--- config.mk ---
export PLATFORM = sky130hd
export DESIGN_NAME = gas_ventilation_fan_controller_flat
export DESIGN_NICKNAME = d
export VERILOG_FILES = /design/src/gvfc_pkg.sv /design/src/gvfc_stream_if.sv /design/src/gvfc_core.sv /design/src/gas_ventilation_fan_controller.sv /design/src/flat_wrapper.sv
export SDC_FILE = /design/constraint.sdc
export NUM_CORES = 1
export LEC_CHECK = 0
export BUFFER_PORTS_ARGS = -buffer_cell sky130_fd_sc_hd__clkbuf_2
export CORE_MARGIN = 3
export CORE_UTILIZATION = 45
export CTS_CLUSTER_DIAMETER = 100
export DETAILED_ROUTE_END_ITERATION = 10
export GPL_ROUTABILITY_DRIVEN = 0
export GPL_TIMING_DRIVEN = 0
export HOLD_SLACK_MARGIN = 0.15
export MAX_ROUTING_LAYER = met4
export PLACE_DENSITY = 0.62
export RECOVER_POWER = 25
export SLEW_MARGIN = 20
export SYNTH_ARGS = -nofsm -noshare
export SYNTH_HDL_FRONTEND = slang
export SYNTH_HIERARCHICAL = 1
export SYNTH_SLANG_ARGS = --single-unit
--- constraint.sdc ---
create_clock -name clk -period 4.71 [get_ports clk]
set_input_delay 0 -clock clk [delete_from_list [all_inputs] [get_ports clk]]
set_output_delay 0 -clock clk [all_outputs]
set_load 0.05 [all_outputs]
--- src/gvfc_pkg.sv ---
`timescale 1ns / 1ps
// ----------------------------------------------------------------------------
// gvfc_pkg
// Types and constants shared by the gas ventilation fan controller files.
// ----------------------------------------------------------------------------
package gvfc_pkg;

  localparam int LEVEL_W    = 10;
  localparam int PERIOD_W   = 16;
  localparam int SECONDS_W  = 8;
  localparam int GAP_W      = 8;
  localparam int MANUAL_MS_W = 10;
  localparam int MODE_W     = 2;
  localparam int CFG_INDEX_W = 3;
  localparam int CFG_DATA_W  = 16;

  localparam logic [MODE_W-1:0] MODE_SAMPLE = 2'd0;
  localparam logic [MODE_W-1:0] MODE_HOLD   = 2'd1;
  localparam logic [MODE_W-1:0] MODE_MANUAL = 2'd2;

  localparam logic [CFG_INDEX_W-1:0] REG_GAS_THRESHOLD    = 3'd0;
  localparam logic [CFG_INDEX_W-1:0] REG_SAMPLE_PERIOD_MS = 3'd1;
  localparam logic [CFG_INDEX_W-1:0] REG_AUTO_RUN_MS      = 3'd2;
  localparam logic [CFG_INDEX_W-1:0] REG_MANUAL_RUN_S     = 3'd3;
  localparam logic [CFG_INDEX_W-1:0] REG_DEBOUNCE_MS      = 3'd4;

  localparam logic [LEVEL_W-1:0]   GAS_THRESHOLD_RESET    = 10'd800;
  localparam logic [PERIOD_W-1:0]  SAMPLE_PERIOD_MS_RESET = 16'd400;
  localparam logic [PERIOD_W-1:0]  AUTO_RUN_MS_RESET      = 16'd500;
  localparam logic [SECONDS_W-1:0] MANUAL_RUN_S_RESET     = 8'd8;
  localparam logic [GAP_W-1:0]     DEBOUNCE_MS_RESET      = 8'd50;

  typedef struct packed {
    logic [LEVEL_W-1:0] co2_level;
    logic [LEVEL_W-1:0] ch4_level;
    logic               display_button_edge;
    logic               fan_button_edge;
  } item_t;

  typedef struct packed {
    logic                 relay_on;
    logic                 display_on;
    logic [MODE_W-1:0]    fan_mode;
    logic [SECONDS_W-1:0] seconds_left;
    logic                 sampled;
  } result_t;

  typedef struct packed {
    logic                   we;
    logic [CFG_INDEX_W-1:0] index;
    logic [CFG_DATA_W-1:0]  data;
  } cfg_write_t;

endpackage

--- src/gvfc_stream_if.sv ---
`timescale 1ns / 1ps
// ----------------------------------------------------------------------------
// gvfc_stream_if
// Valid/ready channel carrying one payload per transaction.
// ----------------------------------------------------------------------------
interface gvfc_stream_if #(
  parameter type payload_t = logic
) ();
  logic     valid;
  logic     ready;
  payload_t data;

  modport source (output valid, output data, input ready);
  modport sink   (input valid, input data, output ready);
endinterface

--- src/gvfc_core.sv ---
`timescale 1ns / 1ps
// ----------------------------------------------------------------------------
// gvfc_core
// Configuration registers, controller state and the per-tick update that
// produces one result for each accepted tick.
// ----------------------------------------------------------------------------
module gvfc_core
  import gvfc_pkg::*;
#(
  parameter int MS_PER_SECOND = 1000
) (
  input  logic       clk,
  input  logic       rst,
  input  cfg_write_t cfg,
  input  logic       take,
  input  item_t      item,
  output result_t    res
);

  localparam logic [MANUAL_MS_W-1:0] MS_LIMIT = MANUAL_MS_W'(MS_PER_SECOND);

  logic [LEVEL_W-1:0]   gas_threshold;
  logic [PERIOD_W-1:0]  sample_period_ms;
  logic [PERIOD_W-1:0]  auto_run_ms;
  logic [SECONDS_W-1:0] manual_run_s;
  logic [GAP_W-1:0]     debounce_ms;

  logic [PERIOD_W-1:0]    sample_elapsed, sample_elapsed_next;
  logic [PERIOD_W-1:0]    hold_left, hold_left_next;
  logic [SECONDS_W-1:0]   manual_seconds, manual_seconds_next;
  logic [MANUAL_MS_W-1:0] manual_ms, manual_ms_next;
  logic [MODE_W-1:0]      mode, mode_next;
  logic                   relay, relay_next;
  logic                   display_state, display_state_next;
  logic                   fan_request, fan_request_next;
  logic [GAP_W-1:0]       display_gap, display_gap_next;
  logic [GAP_W-1:0]       fan_gap, fan_gap_next;

  logic [GAP_W-1:0]       display_gap_inc, fan_gap_inc;
  logic [PERIOD_W-1:0]    elapsed_inc, hold_dec;
  logic [MANUAL_MS_W-1:0] ms_inc;
  logic [SECONDS_W-1:0]   seconds_dec;
  logic                   sampled;

  always_ff @(posedge clk) begin
    if (rst) begin
      gas_threshold    <= GAS_THRESHOLD_RESET;
      sample_period_ms <= SAMPLE_PERIOD_MS_RESET;
      auto_run_ms      <= AUTO_RUN_MS_RESET;
      manual_run_s     <= MANUAL_RUN_S_RESET;
      debounce_ms      <= DEBOUNCE_MS_RESET;
    end else if (cfg.we) begin
      case (cfg.index)
        REG_GAS_THRESHOLD:    gas_threshold    <= cfg.data[LEVEL_W-1:0];
        REG_SAMPLE_PERIOD_MS: sample_period_ms <= cfg.data[PERIOD_W-1:0];
        REG_AUTO_RUN_MS:      auto_run_ms      <= cfg.data[PERIOD_W-1:0];
        REG_MANUAL_RUN_S:     manual_run_s     <= cfg.data[SECONDS_W-1:0];
        REG_DEBOUNCE_MS:      debounce_ms      <= cfg.data[GAP_W-1:0];
        default: ;
      endcase
    end
  end

  always_comb begin
    display_gap_inc = (display_gap != '1) ? display_gap + 1'b1 : display_gap;
    fan_gap_inc     = (fan_gap != '1) ? fan_gap + 1'b1 : fan_gap;
    elapsed_inc     = (sample_elapsed != '1) ? sample_elapsed + 1'b1 : sample_elapsed;
    hold_dec        = (hold_left != '0) ? hold_left - 1'b1 : hold_left;
    ms_inc          = manual_ms + 1'b1;
    seconds_dec     = (manual_seconds != '0) ? manual_seconds - 1'b1 : manual_seconds;

    display_gap_next   = item.display_button_edge ? '0 : display_gap_inc;
    fan_gap_next       = item.fan_button_edge ? '0 : fan_gap_inc;
    display_state_next = display_state ^
                         (item.display_button_edge && (display_gap_inc > debounce_ms));
    fan_request_next   = fan_request ^
                         (item.fan_button_edge && (fan_gap_inc > debounce_ms));

    sample_elapsed_next = elapsed_inc;
    hold_left_next      = hold_left;
    manual_seconds_next = manual_seconds;
    manual_ms_next      = manual_ms;
    mode_next           = mode;
    relay_next          = relay;
    sampled             = 1'b0;

    if (mode == MODE_MANUAL) begin
      if (!fan_request_next) begin
        mode_next = MODE_SAMPLE;
      end else if (ms_inc >= MS_LIMIT) begin
        manual_ms_next      = '0;
        manual_seconds_next = seconds_dec;
        if (seconds_dec == '0) begin
          mode_next        = MODE_SAMPLE;
          fan_request_next = 1'b0;
        end
      end else begin
        manual_ms_next = ms_inc;
      end
    end else if (fan_request_next) begin
      mode_next           = MODE_MANUAL;
      relay_next          = 1'b1;
      manual_seconds_next = manual_run_s;
      manual_ms_next      = '0;
    end else if (mode == MODE_HOLD) begin
      hold_left_next = hold_dec;
      if (hold_dec == '0) begin
        mode_next = MODE_SAMPLE;
      end
    end else if (elapsed_inc >= sample_period_ms) begin
      sample_elapsed_next = '0;
      sampled             = 1'b1;
      if ((item.co2_level > gas_threshold) || (item.ch4_level > gas_threshold)) begin
        relay_next = 1'b1;
        if (auto_run_ms != '0) begin
          mode_next      = MODE_HOLD;
          hold_left_next = auto_run_ms;
        end
      end else begin
        relay_next = 1'b0;
      end
    end

    res.relay_on     = relay_next;
    res.display_on   = display_state_next;
    res.fan_mode     = mode_next;
    res.seconds_left = (mode_next == MODE_MANUAL) ? manual_seconds_next : '0;
    res.sampled      = sampled;
  end

  always_ff @(posedge clk) begin
    if (rst) begin
      sample_elapsed <= '0;
      hold_left      <= '0;
      manual_seconds <= '0;
      manual_ms      <= '0;
      mode           <= MODE_SAMPLE;
      relay          <= 1'b0;
      display_state  <= 1'b1;
      fan_request    <= 1'b0;
      display_gap    <= '0;
      fan_gap        <= '0;
    end else if (take) begin
      sample_elapsed <= sample_elapsed_next;
      hold_left      <= hold_left_next;
      manual_seconds <= manual_seconds_next;
      manual_ms      <= manual_ms_next;
      mode           <= mode_next;
      relay          <= relay_next;
      display_state  <= display_state_next;
      fan_request    <= fan_request_next;
      display_gap    <= display_gap_next;
      fan_gap        <= fan_gap_next;
    end
  end

endmodule

--- src/gas_ventilation_fan_controller.sv ---
`timescale 1ns / 1ps
// ----------------------------------------------------------------------------
// gas_ventilation_fan_controller
// Debounced buttons, periodic gas evaluation, automatic hold and timed
// manual fan run, one millisecond tick per transaction.
// ----------------------------------------------------------------------------
// The block takes one tick transaction per clock cycle while its input is ready
// and returns one registered result transaction per tick. The whole
// state update for a tick is combinational logic, which sets the rate of
// one tick per cycle. A two-entry output buffer lets the block accept a new
// tick while an earlier result is still waiting; the input stalls only when
// both entries are full. Configuration writes are taken at any time and
// should be issued only while no tick is outstanding.
module gas_ventilation_fan_controller
  import gvfc_pkg::*;
#(
  parameter int MS_PER_SECOND = 1000
) (
  input  logic                   clk,
  input  logic                   rst,
  input  logic                   cfg_we,
  input  logic [CFG_INDEX_W-1:0] cfg_index,
  input  logic [CFG_DATA_W-1:0]  cfg_data,
  gvfc_stream_if.sink            items,
  gvfc_stream_if.source          results
);

  cfg_write_t cfg;
  result_t    res;
  logic       take;
  logic       out_free;
  logic       out_valid;
  result_t    out_data;
  logic       skid_valid;
  result_t    skid_data;

  assign cfg.we    = cfg_we;
  assign cfg.index = cfg_index;
  assign cfg.data  = cfg_data;

  assign items.ready   = !skid_valid;
  assign take          = items.valid && !skid_valid;
  assign out_free      = !out_valid || results.ready;
  assign results.valid = out_valid;
  assign results.data  = out_data;

  gvfc_core #(
    .MS_PER_SECOND(MS_PER_SECOND)
  ) u_core (
    .clk (clk),
    .rst (rst),
    .cfg (cfg),
    .take(take),
    .item(items.data),
    .res (res)
  );

  always_ff @(posedge clk) begin
    if (rst) begin
      out_valid  <= 1'b0;
      skid_valid <= 1'b0;
    end else if (skid_valid) begin
      if (out_free) begin
        out_valid  <= 1'b1;
        skid_valid <= 1'b0;
      end
    end else if (take) begin
      if (out_free) begin
        out_valid <= 1'b1;
      end else begin
        skid_valid <= 1'b1;
      end
    end else if (out_free) begin
      out_valid <= 1'b0;
    end
  end

  always_ff @(posedge clk) begin
    if (skid_valid) begin
      if (out_free) begin
        out_data <= skid_data;
      end
    end else if (take) begin
      if (out_free) begin
        out_data <= res;
      end else begin
        skid_data <= res;
      end
    end
  end

endmodule

--- src/flat_wrapper.sv ---
// flat-port wrapper written by rule: the top's interface ports become plain ports
module gas_ventilation_fan_controller_flat import gvfc_pkg::*;
#(
  parameter int MS_PER_SECOND = 1000
)
  (clk, rst, cfg_we, cfg_index, cfg_data, items_valid, items_data, items_ready, results_valid, results_data, results_ready);
  gvfc_stream_if #(.payload_t(item_t)) items_i ();
  gvfc_stream_if #(.payload_t(result_t)) results_i ();
  input  logic clk;
  input  logic rst;
  input  logic cfg_we;
  input  logic [CFG_INDEX_W-1:0] cfg_index;
  input  logic [CFG_DATA_W-1:0] cfg_data;
  input wire logic [$bits(items_i.valid)-1:0] items_valid;
  input wire logic [$bits(items_i.data)-1:0] items_data;
  output wire logic [$bits(items_i.ready)-1:0] items_ready;
  output wire logic [$bits(results_i.valid)-1:0] results_valid;
  output wire logic [$bits(results_i.data)-1:0] results_data;
  input wire logic [$bits(results_i.ready)-1:0] results_ready;
  assign items_i.valid = items_valid;
  assign items_i.data = items_data;
  assign items_ready = items_i.ready;
  assign results_valid = results_i.valid;
  assign results_data = results_i.data;
  assign results_i.ready = results_ready;
  gas_ventilation_fan_controller #(.MS_PER_SECOND(MS_PER_SECOND)) u_core (.clk(clk), .rst(rst), .cfg_we(cfg_we), .cfg_index(cfg_index), .cfg_data(cfg_data), .items(items_i), .results(results_i));
endmodule
* After elaboration in Yosys (flattened, before gate mapping)
Index checks and enable logic that the tools add are counted.
** Word-level totals
- Register bits :: 157
- Latch bits :: 0
- RAM bits :: 0
- Bits in read-only memories :: 0
- Bits of input ports :: 46
- Output and inout bits :: 15
- Logic and storage cells :: 140
- Memories kept :: 0
** Cells by class
- $add $sub $neg :: 6
- Multiply operators :: 0
- Div/mod/pow operators :: 0
- Order comparisons :: 6
- Equal/unequal tests :: 10
- Shift operators :: 0
- Mux-type cells :: 58
- Bitwise logic cells :: 6
- Reductions and logical operators :: 27
** Operator list (count)
- $mux 16 :: 10
- $mux 8 :: 10
- $mux 13 :: 4
- $mux 10 :: 4
- $reduce_bool 16->1 :: 2
- $gt 10x10->1 :: 2
- $mux 1 :: 20
- $mux 2 :: 10
- $add 16x1->16 const B :: 1
- $add 8x1->8 const B :: 2
- $ge 16x16->1 :: 1
- $gt 8x8->1 :: 2
- $logic_not 16->1 :: 1
- $ne 16x16->1 const B :: 1
- $ne 8x8->1 const B :: 2
- $sub 16x1->16 const B :: 1
- $reduce_and 2->1 :: 7
- $add 10x1->10 const B :: 1
- $ge 10x10->1 const B :: 1
- $logic_not 8->1 :: 1
- $reduce_bool 2->1 :: 4
- $reduce_bool 8->1 :: 1
- $sub 8x1->8 const B :: 1
- $eq 3x2->1 const B :: 2
- 13 further kinds :: 22

* Logic depth before layout (Yosys ltp)
Gate-level depths: netlist of the first run.
- Depth after elaboration :: 12
- Gate-level depth with buffers :: 17
- Gate-level depth less buffers :: 15

* Modules after synthesis
The synthesis of the first run kept the hierarchy.
** Modules (own cells, without submodules)
- gvfc_core :: times used 1, cells an instance 1102, area each 8340.5 µm², sequential area each 2582.5 µm²
- gas_ventilation_fan_controller :: times used 1, cells an instance 51, area each 1064.8 µm², sequential area each 820.8 µm²

* Least setup slack after synthesis of the first run
OpenSTA, ideal clock, no wires.
- Path kind :: register to register
- Start point :: reg u_core.u_core.sample_elapsed[4]
- End point :: reg u_core.out_data (netlist bit u_core/results.data[12]) (data pin)
- Setup time :: 260 ps
- Arrival time :: 3727 ps
- Required time :: 4450 ps
- Path slack :: 724 ps
- Cell stages (with the launch flop) :: 16
- Buffers on the path :: 3
- Period minus slack after synthesis :: 3986 ps
- Path through :: dfxtp_1 > clkbuf_1 > nand4_1 > or4_1 > clkbuf_1 > xnor2_1 > ha_1 > nand2b_1 > a2111oi_0 > o41ai_1 > o31a_1 > o211ai_2 > and3b_1 > nor2_1 > buf_4 > mux2_2
** Between the ends
- Word-level cells in the longest chain between the ends :: 10
- Elaborated cells between the ends (all ways) :: 11
- Classes of those cells :: 1 x add/sub; 1 x order compare; 1 x eq/ne; 8 x mux
** Ends and longest elaborated chain
- from (decl) :: line gvfc_core.sv:28 : logic [PERIOD_W-1:0] sample_elapsed, sample_elapsed_next;
- from (signal assigned) :: line gvfc_core.sv:144 : sample_elapsed <= sample_elapsed_next;
- $add 16x1->16 or $ne 16x16->1 (tied branches) :: line gvfc_core.sv:67 : elapsed_inc = (sample_elapsed != '1) ? sample_elapsed + 1'b1 : sample_elapsed;
- $mux 16 (*) :: line gvfc_core.sv:67
- $ge 16x16->1 (*) :: line gvfc_core.sv:110 : end else if (elapsed_inc >= sample_period_ms) begin
- $mux 1 (*) :: line gvfc_core.sv:110
- $mux 1 (*) :: line gvfc_core.sv:105 : end else if (mode == MODE_HOLD) begin
- $mux 1 (*) :: line gvfc_core.sv:100 : end else if (fan_request_next) begin
- $mux 1 (*) :: line gvfc_core.sv:87 : if (mode == MODE_MANUAL) begin
- named net u_core.u_core.relay_next :: line gvfc_core.sv:33 : logic relay, relay_next;
- $mux 13 (*) :: line gas_ventilation_fan_controller.sv:84 : if (out_free) begin
- $mux 13 (*) :: line gas_ventilation_fan_controller.sv:83 : end else if (take) begin
- $mux 13 (*) :: line gas_ventilation_fan_controller.sv:79 : if (skid_valid) begin
- to (signal assigned) :: line gas_ventilation_fan_controller.sv:81 : out_data <= skid_data;
- to (signal assigned) :: line gas_ventilation_fan_controller.sv:85 : out_data <= res;
- to (decl) :: line gas_ventilation_fan_controller.sv:33 : result_t out_data;
Mark *: on every way through the listed nets, which the timed path passes. The rest lies on a longest branch. The select of a mux whose other input is x is not followed.
A chain may end at the register's enable or synchronous reset.

* Final worst setup path of the first run
- Start point :: reg u_core.u_core.sample_elapsed[0]
- End point :: reg u_core.out_data (netlist bit u_core/results.data[12]) (data pin)
Same word-level chain as after synthesis.

==> flow_summary.toml, run 1 <==
[floorplan]
pin_count = 61
die-area_um2 = 22670
fp-row-count = 52
start_util_pct = 46.18
dieWidth_um = 150.6
die_h_um = 150.6
fp.coreArea_um2 = 20360

[final_layout]
antenna_cells = 0
layout.nets = 1369
area_growth_pct = 16.70
seq_area_um2 = 3403
fill_cells = 1961
multi_input_area_um2 = 5565
drive_gt1_share_pct = 10.74

[timing]
hold_viol = 0
drv_slew = 0
worst_slack_ns = 0.2659
rsz0062_at_grt = "false"
period_minus_slack_ns = 4.444
setup_viol = 0
setup_tns_ns = 0
finalCritPeriodShare_pct = 94.35
worst_pin_slew_ns = 0.8389
clock.fmax_mhz = 225.0
maxSlewHeadroom_pct = 44.07
finClkSkew_ns = 0.009888

[global_routing]
grt_pass1_wl_um = 44810
grt_max_degree = 17
grt_pass1_vias = 8427
overflow = 0
antenna_found_initial = 0
grt.total_usage_pct = 25.92

[yosys]
syn-num-nets = 1259
yosys.area.top_type = "dfxtp_1"
ys_types = 87
synth_flop_cell = "dfxtp_1"
syn_inst = 1153
synth-seq-area-share_pct = 36.18
synthArstFlopShare_pct = 0
yosys_register_bits = 157
synth.area.top_cells = "dfxtp_1, edfxtp_1, ha_1, nand2_1, a21oi_1"
synth_edf_count = 26
synth_top_area_share_pct = 27.88
synth_warnings = 6
avgSynthCellArea_um2 = 8.157
syn-cell-area_um2 = 9405

[power]
p_switching_uw = 792.0
intPower_uw = 2267
power_frac_clock_pct = 44.5
ir_drop_mv = 0.2470
powerDensity_nw_per_um2 = 278.7
p_sw_share_pct = 25.89
p_seq_share_pct = 45.8
leakage_uw = 0.004010
p_comb_share_pct = 9.7
power_uw = 3059

[clock_tree]
clockRootBuffer = "clkbuf_16"
clk_pin_slew_ns = 0.07
clkLatencyLatePin_ns = 0.43
cts_buffers = 17
clock_path_buffers = 2
cts_htree_levels = 4
cts_tree = "yes"
clock-sinks = 157

[setup_path]
reg2reg_depth = 14
cp-end-kind = "flop"
reg2reg_slack_ns = 0.27
crit_fanout = 10
rr_startpoint = "u_core/u_core/sample_elapsed[0]"
required_ns = 4.89
critical_path_class = "reg -> reg"
timing.rr.end = "u_core/results.data[12]"
cp-start-kind = "flop"
cp.arrival_ns = 4.62

[min_path]
whs_path_depth = 4
min_from = "cfg_data[12]"
hp-class = "in -> reg"
min_to = "u_core/u_core/auto_run_ms[12]"

[route]
first_pass_iters = 5
vias = 9008
drtIter0Drc = 754
final_antenna_net_count = 0
drcViolationCount = 0
wirelength_um = 28080
vias_per_cell = 5.827
wl_per_cell_um = 18.16

[placement]
dpl_worst_slack_ns = -0.1463
post-dp-hpwl_um = 20600
io_buffer_count = 60

[outcome]
status = "finished, final reports clean"

[flow_run]
maxCapViolCount = 0
## synth_stat cells (5+ instances only)
| library cell | n |
|---|---|
| o22ai_1 | 12 |
| a2111oi_0 | 5 |
| o21ai_0 | 47 |
| or3_1 | 5 |
| nand3_1 | 44 |
| nand2b_1 | 11 |
| a22oi_1 | 18 |
| o31ai_1 | 5 |
| or4_1 | 6 |
| and4_1 | 6 |
| xnor2_1 | 17 |
| nand2_1 | 180 |
| and3_1 | 11 |
| nor2b_1 | 9 |
| mux2_2 | 12 |
| a21oi_1 | 95 |
| nor4b_1 | 5 |
| o21a_1 | 9 |
| a31oi_1 | 13 |
| mux2_4 | 5 |
| edfxtp_1 | 26 |
| nor2_1 | 88 |
| dfxtp_1 | 131 |
| mux2i_1 | 6 |
| o211ai_1 | 21 |
| ha_1 | 60 |
| nor3_1 | 26 |
| a211oi_1 | 11 |
| nor3b_1 | 5 |
| and2_1 | 5 |
| clkbuf_1 | 51 |
| nor4_1 | 15 |
| buf_2 | 7 |
| inv_1 | 58 |
| xor2_1 | 5 |
| nand4_1 | 25 |
## worst max-delay path by stage
stage / end / start / slack (ns) / cells after the start
3_3_place_gp: u_core/results.data[9] / u_core/u_core/sample_elapsed[4] / -0.16 / 14
5_1_grt: u_core/results.data[3] / u_core/u_core/fan_gap[0] / 0.08 / 17
6_report: u_core/results.data[12] / u_core/u_core/sample_elapsed[0] / 0.27 / 14
4_1_cts: u_core/results.data[3] / u_core/u_core/fan_gap[0] / 0.01 / 17
2_1_floorplan: u_core/results.data[12] / u_core/u_core/sample_elapsed[4] / 0.72 / 15
3_5_place_dp: u_core/results.data[9] / u_core/u_core/sample_elapsed[4] / -0.15 / 14
## worst max-delay path: stages (launching register included)
cell and delay, ns:
dfxtp_1 0.48, ha_1 0.24, nand3_1 0.17, or4_4 0.68, xnor2_2 0.21, ha_1 0.25
nand2b_1 0.16, a2111oi_2 0.50, o41ai_4 0.17, o31a_1 0.36, o211ai_4 0.29, and3b_1 0.22
nor2_1 0.06, buf_4 0.14, mux2_2 0.25
## sequential cells by signal, indices dropped and copies added, names as in the netlist, 10 cells and up
| name | cells |
|---|---|
| u_core/u_core/auto_run_ms | 16 |
| u_core/u_core/hold_left | 16 |
| u_core/u_core/sample_elapsed | 16 |
| u_core/u_core/sample_period_ms | 16 |
| u_core/results.data | 13 |
| u_core/skid_data | 13 |
| u_core/u_core/gas_threshold | 10 |
| u_core/u_core/manual_ms | 10 |
## placed cells by master (no fill, tap or decap), types with 25 or more instances in the layout
cell type      instances
nand4_1               25
clkbuf_1              68
dfxtp_1              131
nor3_1                26
clkbuf_2              46
nand2_1              179
edfxtp_1              26
ha_1                  60
nor2_1                88
dlygate4sd3_1         30
a21oi_1               94
o21ai_0               47
inv_1                 58
nand3_1               43
## power by group through the flow
stage | sequential (uW) | combinational, uW | clock, uW
after floorplan | 1450 | 146 | 0
after global placement | 1430 | 267 | 0
after detailed placement | 1430 | 270 | 0
after CTS | 1400 | 291 | 1380
after global routing | 1400 | 324 | 1440
final | 1400 | 297 | 1360
## logic make-up after synthesis
| family | Yosys count | share of synthesized area (%) |
|---|---|---|
| and+or+nand+nor | 461 | 23.64 |
| muxes | 23 | 2.873 |
| buffers and inverters | 126 | 5.587 |
| AOI/OAI and AO/OA | 304 | 21.68 |
| DFF | 157 | 36.18 |
| xor gates and xnor gates | 22 | 2.049 |
| adders and majority gates | 60 | 7.982 |
## routing by layer
metal / wire length [um] / global-route usage (%) / vias up / part of all wire, %
met4: 541 / 7.842 / 0 / 1.9
met3: 1700 / 5.117 / 45 / 6.1
li1: - / - / 4436 / -
met2: 13150 / 42.05 / 293 / 47
met5: 0 / - / - / 0
met1: 12680 / 32.89 / 4234 / 45
## stage by stage
| stage | std cells | hold WS (ns) | instance area [um^2] | utilization (%) |
|---|---|---|---|---|
| 2_1_floorplan | 1153 | 0.06907 | 9405 | - |
| 3_3_place_gp | 1483 | 0.2434 | 10040 | 49.32 |
| 3_5_place_dp | 1484 | 0.2484 | 10060 | 49.38 |
| 4_1_cts | 1548 | 0.3426 | 10970 | 53.89 |
| 5_1_grt | 1546 | 0.3751 | 10980 | 53.90 |
| 6_report | 1546 | 0.3527 | 10980 | 53.90 |
## timing repair
item | in CTS | in global routing
pin swaps | 1 | 0
gates resized for setup | 5 | 11
hold endpoints to repair | 79 | 0
hold buffers | 30 | 0
setup endpoints to repair | 8 | 55
buffers inserted | 2 | 0
## final cells by class
class / instances / share of cell area, %
plain buffers: 66 / 2.531
clock buffers: 18 / 3.910
clock inverters: 14 / 1.322
inverters: 58 / 1.984
multi-input cells: 870 / 50.71
flip-flops and latches: 157 / 31.01
well taps: 270 / 3.078
repair buffers: 93 / 5.461
(Power assumes the default switching activity.)
==> inputs of run 2 (changes only) <==
Settings changed: BUFFER_PORTS_ARGS -buffer_cell sky130_fd_sc_hd__clkbuf_2 to not set, DONT_BUFFER_PORTS set to 1, PLACE_DENSITY 0.62 to 0.6.
==> run 2 against run 1 <==
  * Routed wire length grew 0.56%
  * Non-clock buffer count shrank 49
  * First-iteration DRC count fell by 9.2%
  * Clock-buffer cell count is 1 lower
  * Sequential power about the same
  * Critical path depth down 1
  * Hold slack got worse by 0.18 ns
  * Highest routed layer unchanged
==> flow_summary.toml, run 2 (synthesis gave the netlist of run 1 again) <==
[route]
vias_per_cell = 5.978
drcViolationCount = 0
vias = 8961
drtIter0Drc = 685
first_pass_iters = 6
wl_per_cell_um = 18.84
wirelength_um = 28240
final_antenna_net_count = 0

[final_layout]
final_area_um2 = 10830
final_cell_mix = "nand2_1, dfxtp_1, a21oi_1, nor2_1, ha_1"
area_growth_pct = 15.10
finish.utilization_pct = 53.16
layout.nets = 1320
final_common_cell = "nand2_1"
drive_gt1_share_pct = 7.742

[setup_path]
cp.arrival_ns = 4.59
crit_top_cell = "ha_1"
critPathSlowestCell = "or4_4"
critical_path_class = "reg -> reg"
cp-end-kind = "flop"
required_ns = 4.88
crit_chain = "ha_1 -> nand3_1 -> or4_4 -> and4_1 -> xor2_1 -> ha_1 -> o21a_1 -> nor2_1 -> o41ai_2 -> o41a_1 -> nand2_2 -> a31o_2 -> mux2_4"
reg2reg_depth = 13
cp-start-kind = "flop"
crit_fanout = 10
max_stage_delay_ns = 0.68

[floorplan]
die_h_um = 150.6
pin_count = 61
fp-row-count = 52
fp.coreArea_um2 = 20360
die-area_um2 = 22670
dieWidth_um = 150.6
start_util_pct = 46.18

[global_routing]
antenna_found_initial = 2
overflow = 0
grt.total_usage_pct = 26.11
grt_max_degree = 17
grt_pass1_vias = 8276
grt_pass1_wl_um = 44990

[min_path]
hp-class = "in -> reg"
whs_path_depth = 1

[timing]
setup_viol = 0
hold_viol = 0
finalCritPeriodShare_pct = 93.79
finClkSkew_ns = 0.009072
setup_tns_ns = 0
drv_slew = 0
period_minus_slack_ns = 4.418
fin_hold_ws_ns = 0.1757
clock.fmax_mhz = 226.4
worst_slack_ns = 0.2924
maxSlewHeadroom_pct = 37.63
worst_pin_slew_ns = 0.9355

[power]
leakage_uw = 0.003831
p_sw_share_pct = 25.25
ir_drop_mv = 0.2399
p_seq_share_pct = 46.2
power_frac_clock_pct = 45.5
intPower_uw = 2307
p_comb_share_pct = 8.3
p_switching_uw = 779.5
powerDensity_nw_per_um2 = 285.1

[clock_tree]
cts_htree_levels = 4
cts_buffers = 17
clk_pin_slew_ns = 0.06
cts_tree = "yes"
clkLatencyLatePin_ns = 0.42
clock-sinks = 157
clockRootBuffer = "clkbuf_16"
clock_path_buffers = 2

[flow_run]
maxCapViolCount = 0

[placement]
dpl_worst_slack_ns = -0.1592
dpl_cell_area_um2 = 9756
post-dp-hpwl_um = 20210
io_buffer_count = 0

[outcome]
status = "finished, final reports clean"
-- run 2: per-layer routing --
| metal | wire length [um] | GRT usage [%] | vias to the layer above |
|---|---|---|---|
| li1 | - | - | 4359 |
| met1 | 12800 | 34.92 | 4226 |
| met2 | 12920 | 40.21 | 319 |
| met3 | 1853 | 4.967 | 57 |
| met4 | 670 | 8.160 | 0 |
| met5 | 0 | - | - |
-- run 2: per-stage QoR --
stage | total power [uW] | std cells
2_1_floorplan | 1596 | 1153
3_3_place_gp | 1661 | 1423
3_5_place_dp | 1664 | 1424
4_1_cts | 3111 | 1499
5_1_grt | 3206 | 1499
6_report | 3087 | 1499
-- run 2: worst max-delay path, delay by kind of cell (launching register included) --
kind | cells | cell delay [ns]
DFF | 1 | 0.47
AOI/OAI and AO/OA | 4 | 1.32
xor gates and xnor gates | 1 | 0.17
muxes | 1 | 0.26
and+or+nand+nor | 5 | 1.41
adders and majority gates | 2 | 0.53
-- run 2: path summary, 6_finish.rpt --
check                                    startpoint                                 to  slack (ns)
setup / recovery    u_core/u_core/sample_elapsed[0]            u_core/results.data[10]        0.29
hold / removal                          items_valid             u_core/results.data[0]        0.18
setup reg to reg    u_core/u_core/sample_elapsed[0]            u_core/results.data[10]        0.29
hold reg to reg   u_core/u_core/sample_period_ms[6]  u_core/u_core/sample_period_ms[6]        0.46
-- run 2: cell type report --
type	count	area [um^2]
multi-input cells	870	5550
diodes	2	5.005
inverters	58	217.7
clock inverters	15	170.2
flip-flops and latches	157	3403
well taps	270	337.8
plain buffers	66	282.8
fillers	1890	9539
clock buffers	17	425.4
repair buffers	44	432.9
-- run 2: timing repair --
action / 4_1_cts / 5_1_grt
hold buffers: 41 / 0
gates resized for setup: 5 / 16
setup buffers: 2 / 0
endpoints found under the setup margin: 8 / 65
endpoints found under the hold margin: 94 / 0
pin swaps: 1 / 1
-- run 2: power by group through the flow --
stage	logic, uW	registers (uW)	clock network [uW]
CTS	248	1430	1440
global route	280	1430	1500
floorplan	146	1450	0
global placement	206	1460	0
finish	255	1430	1410
detailed placement	209	1460	0
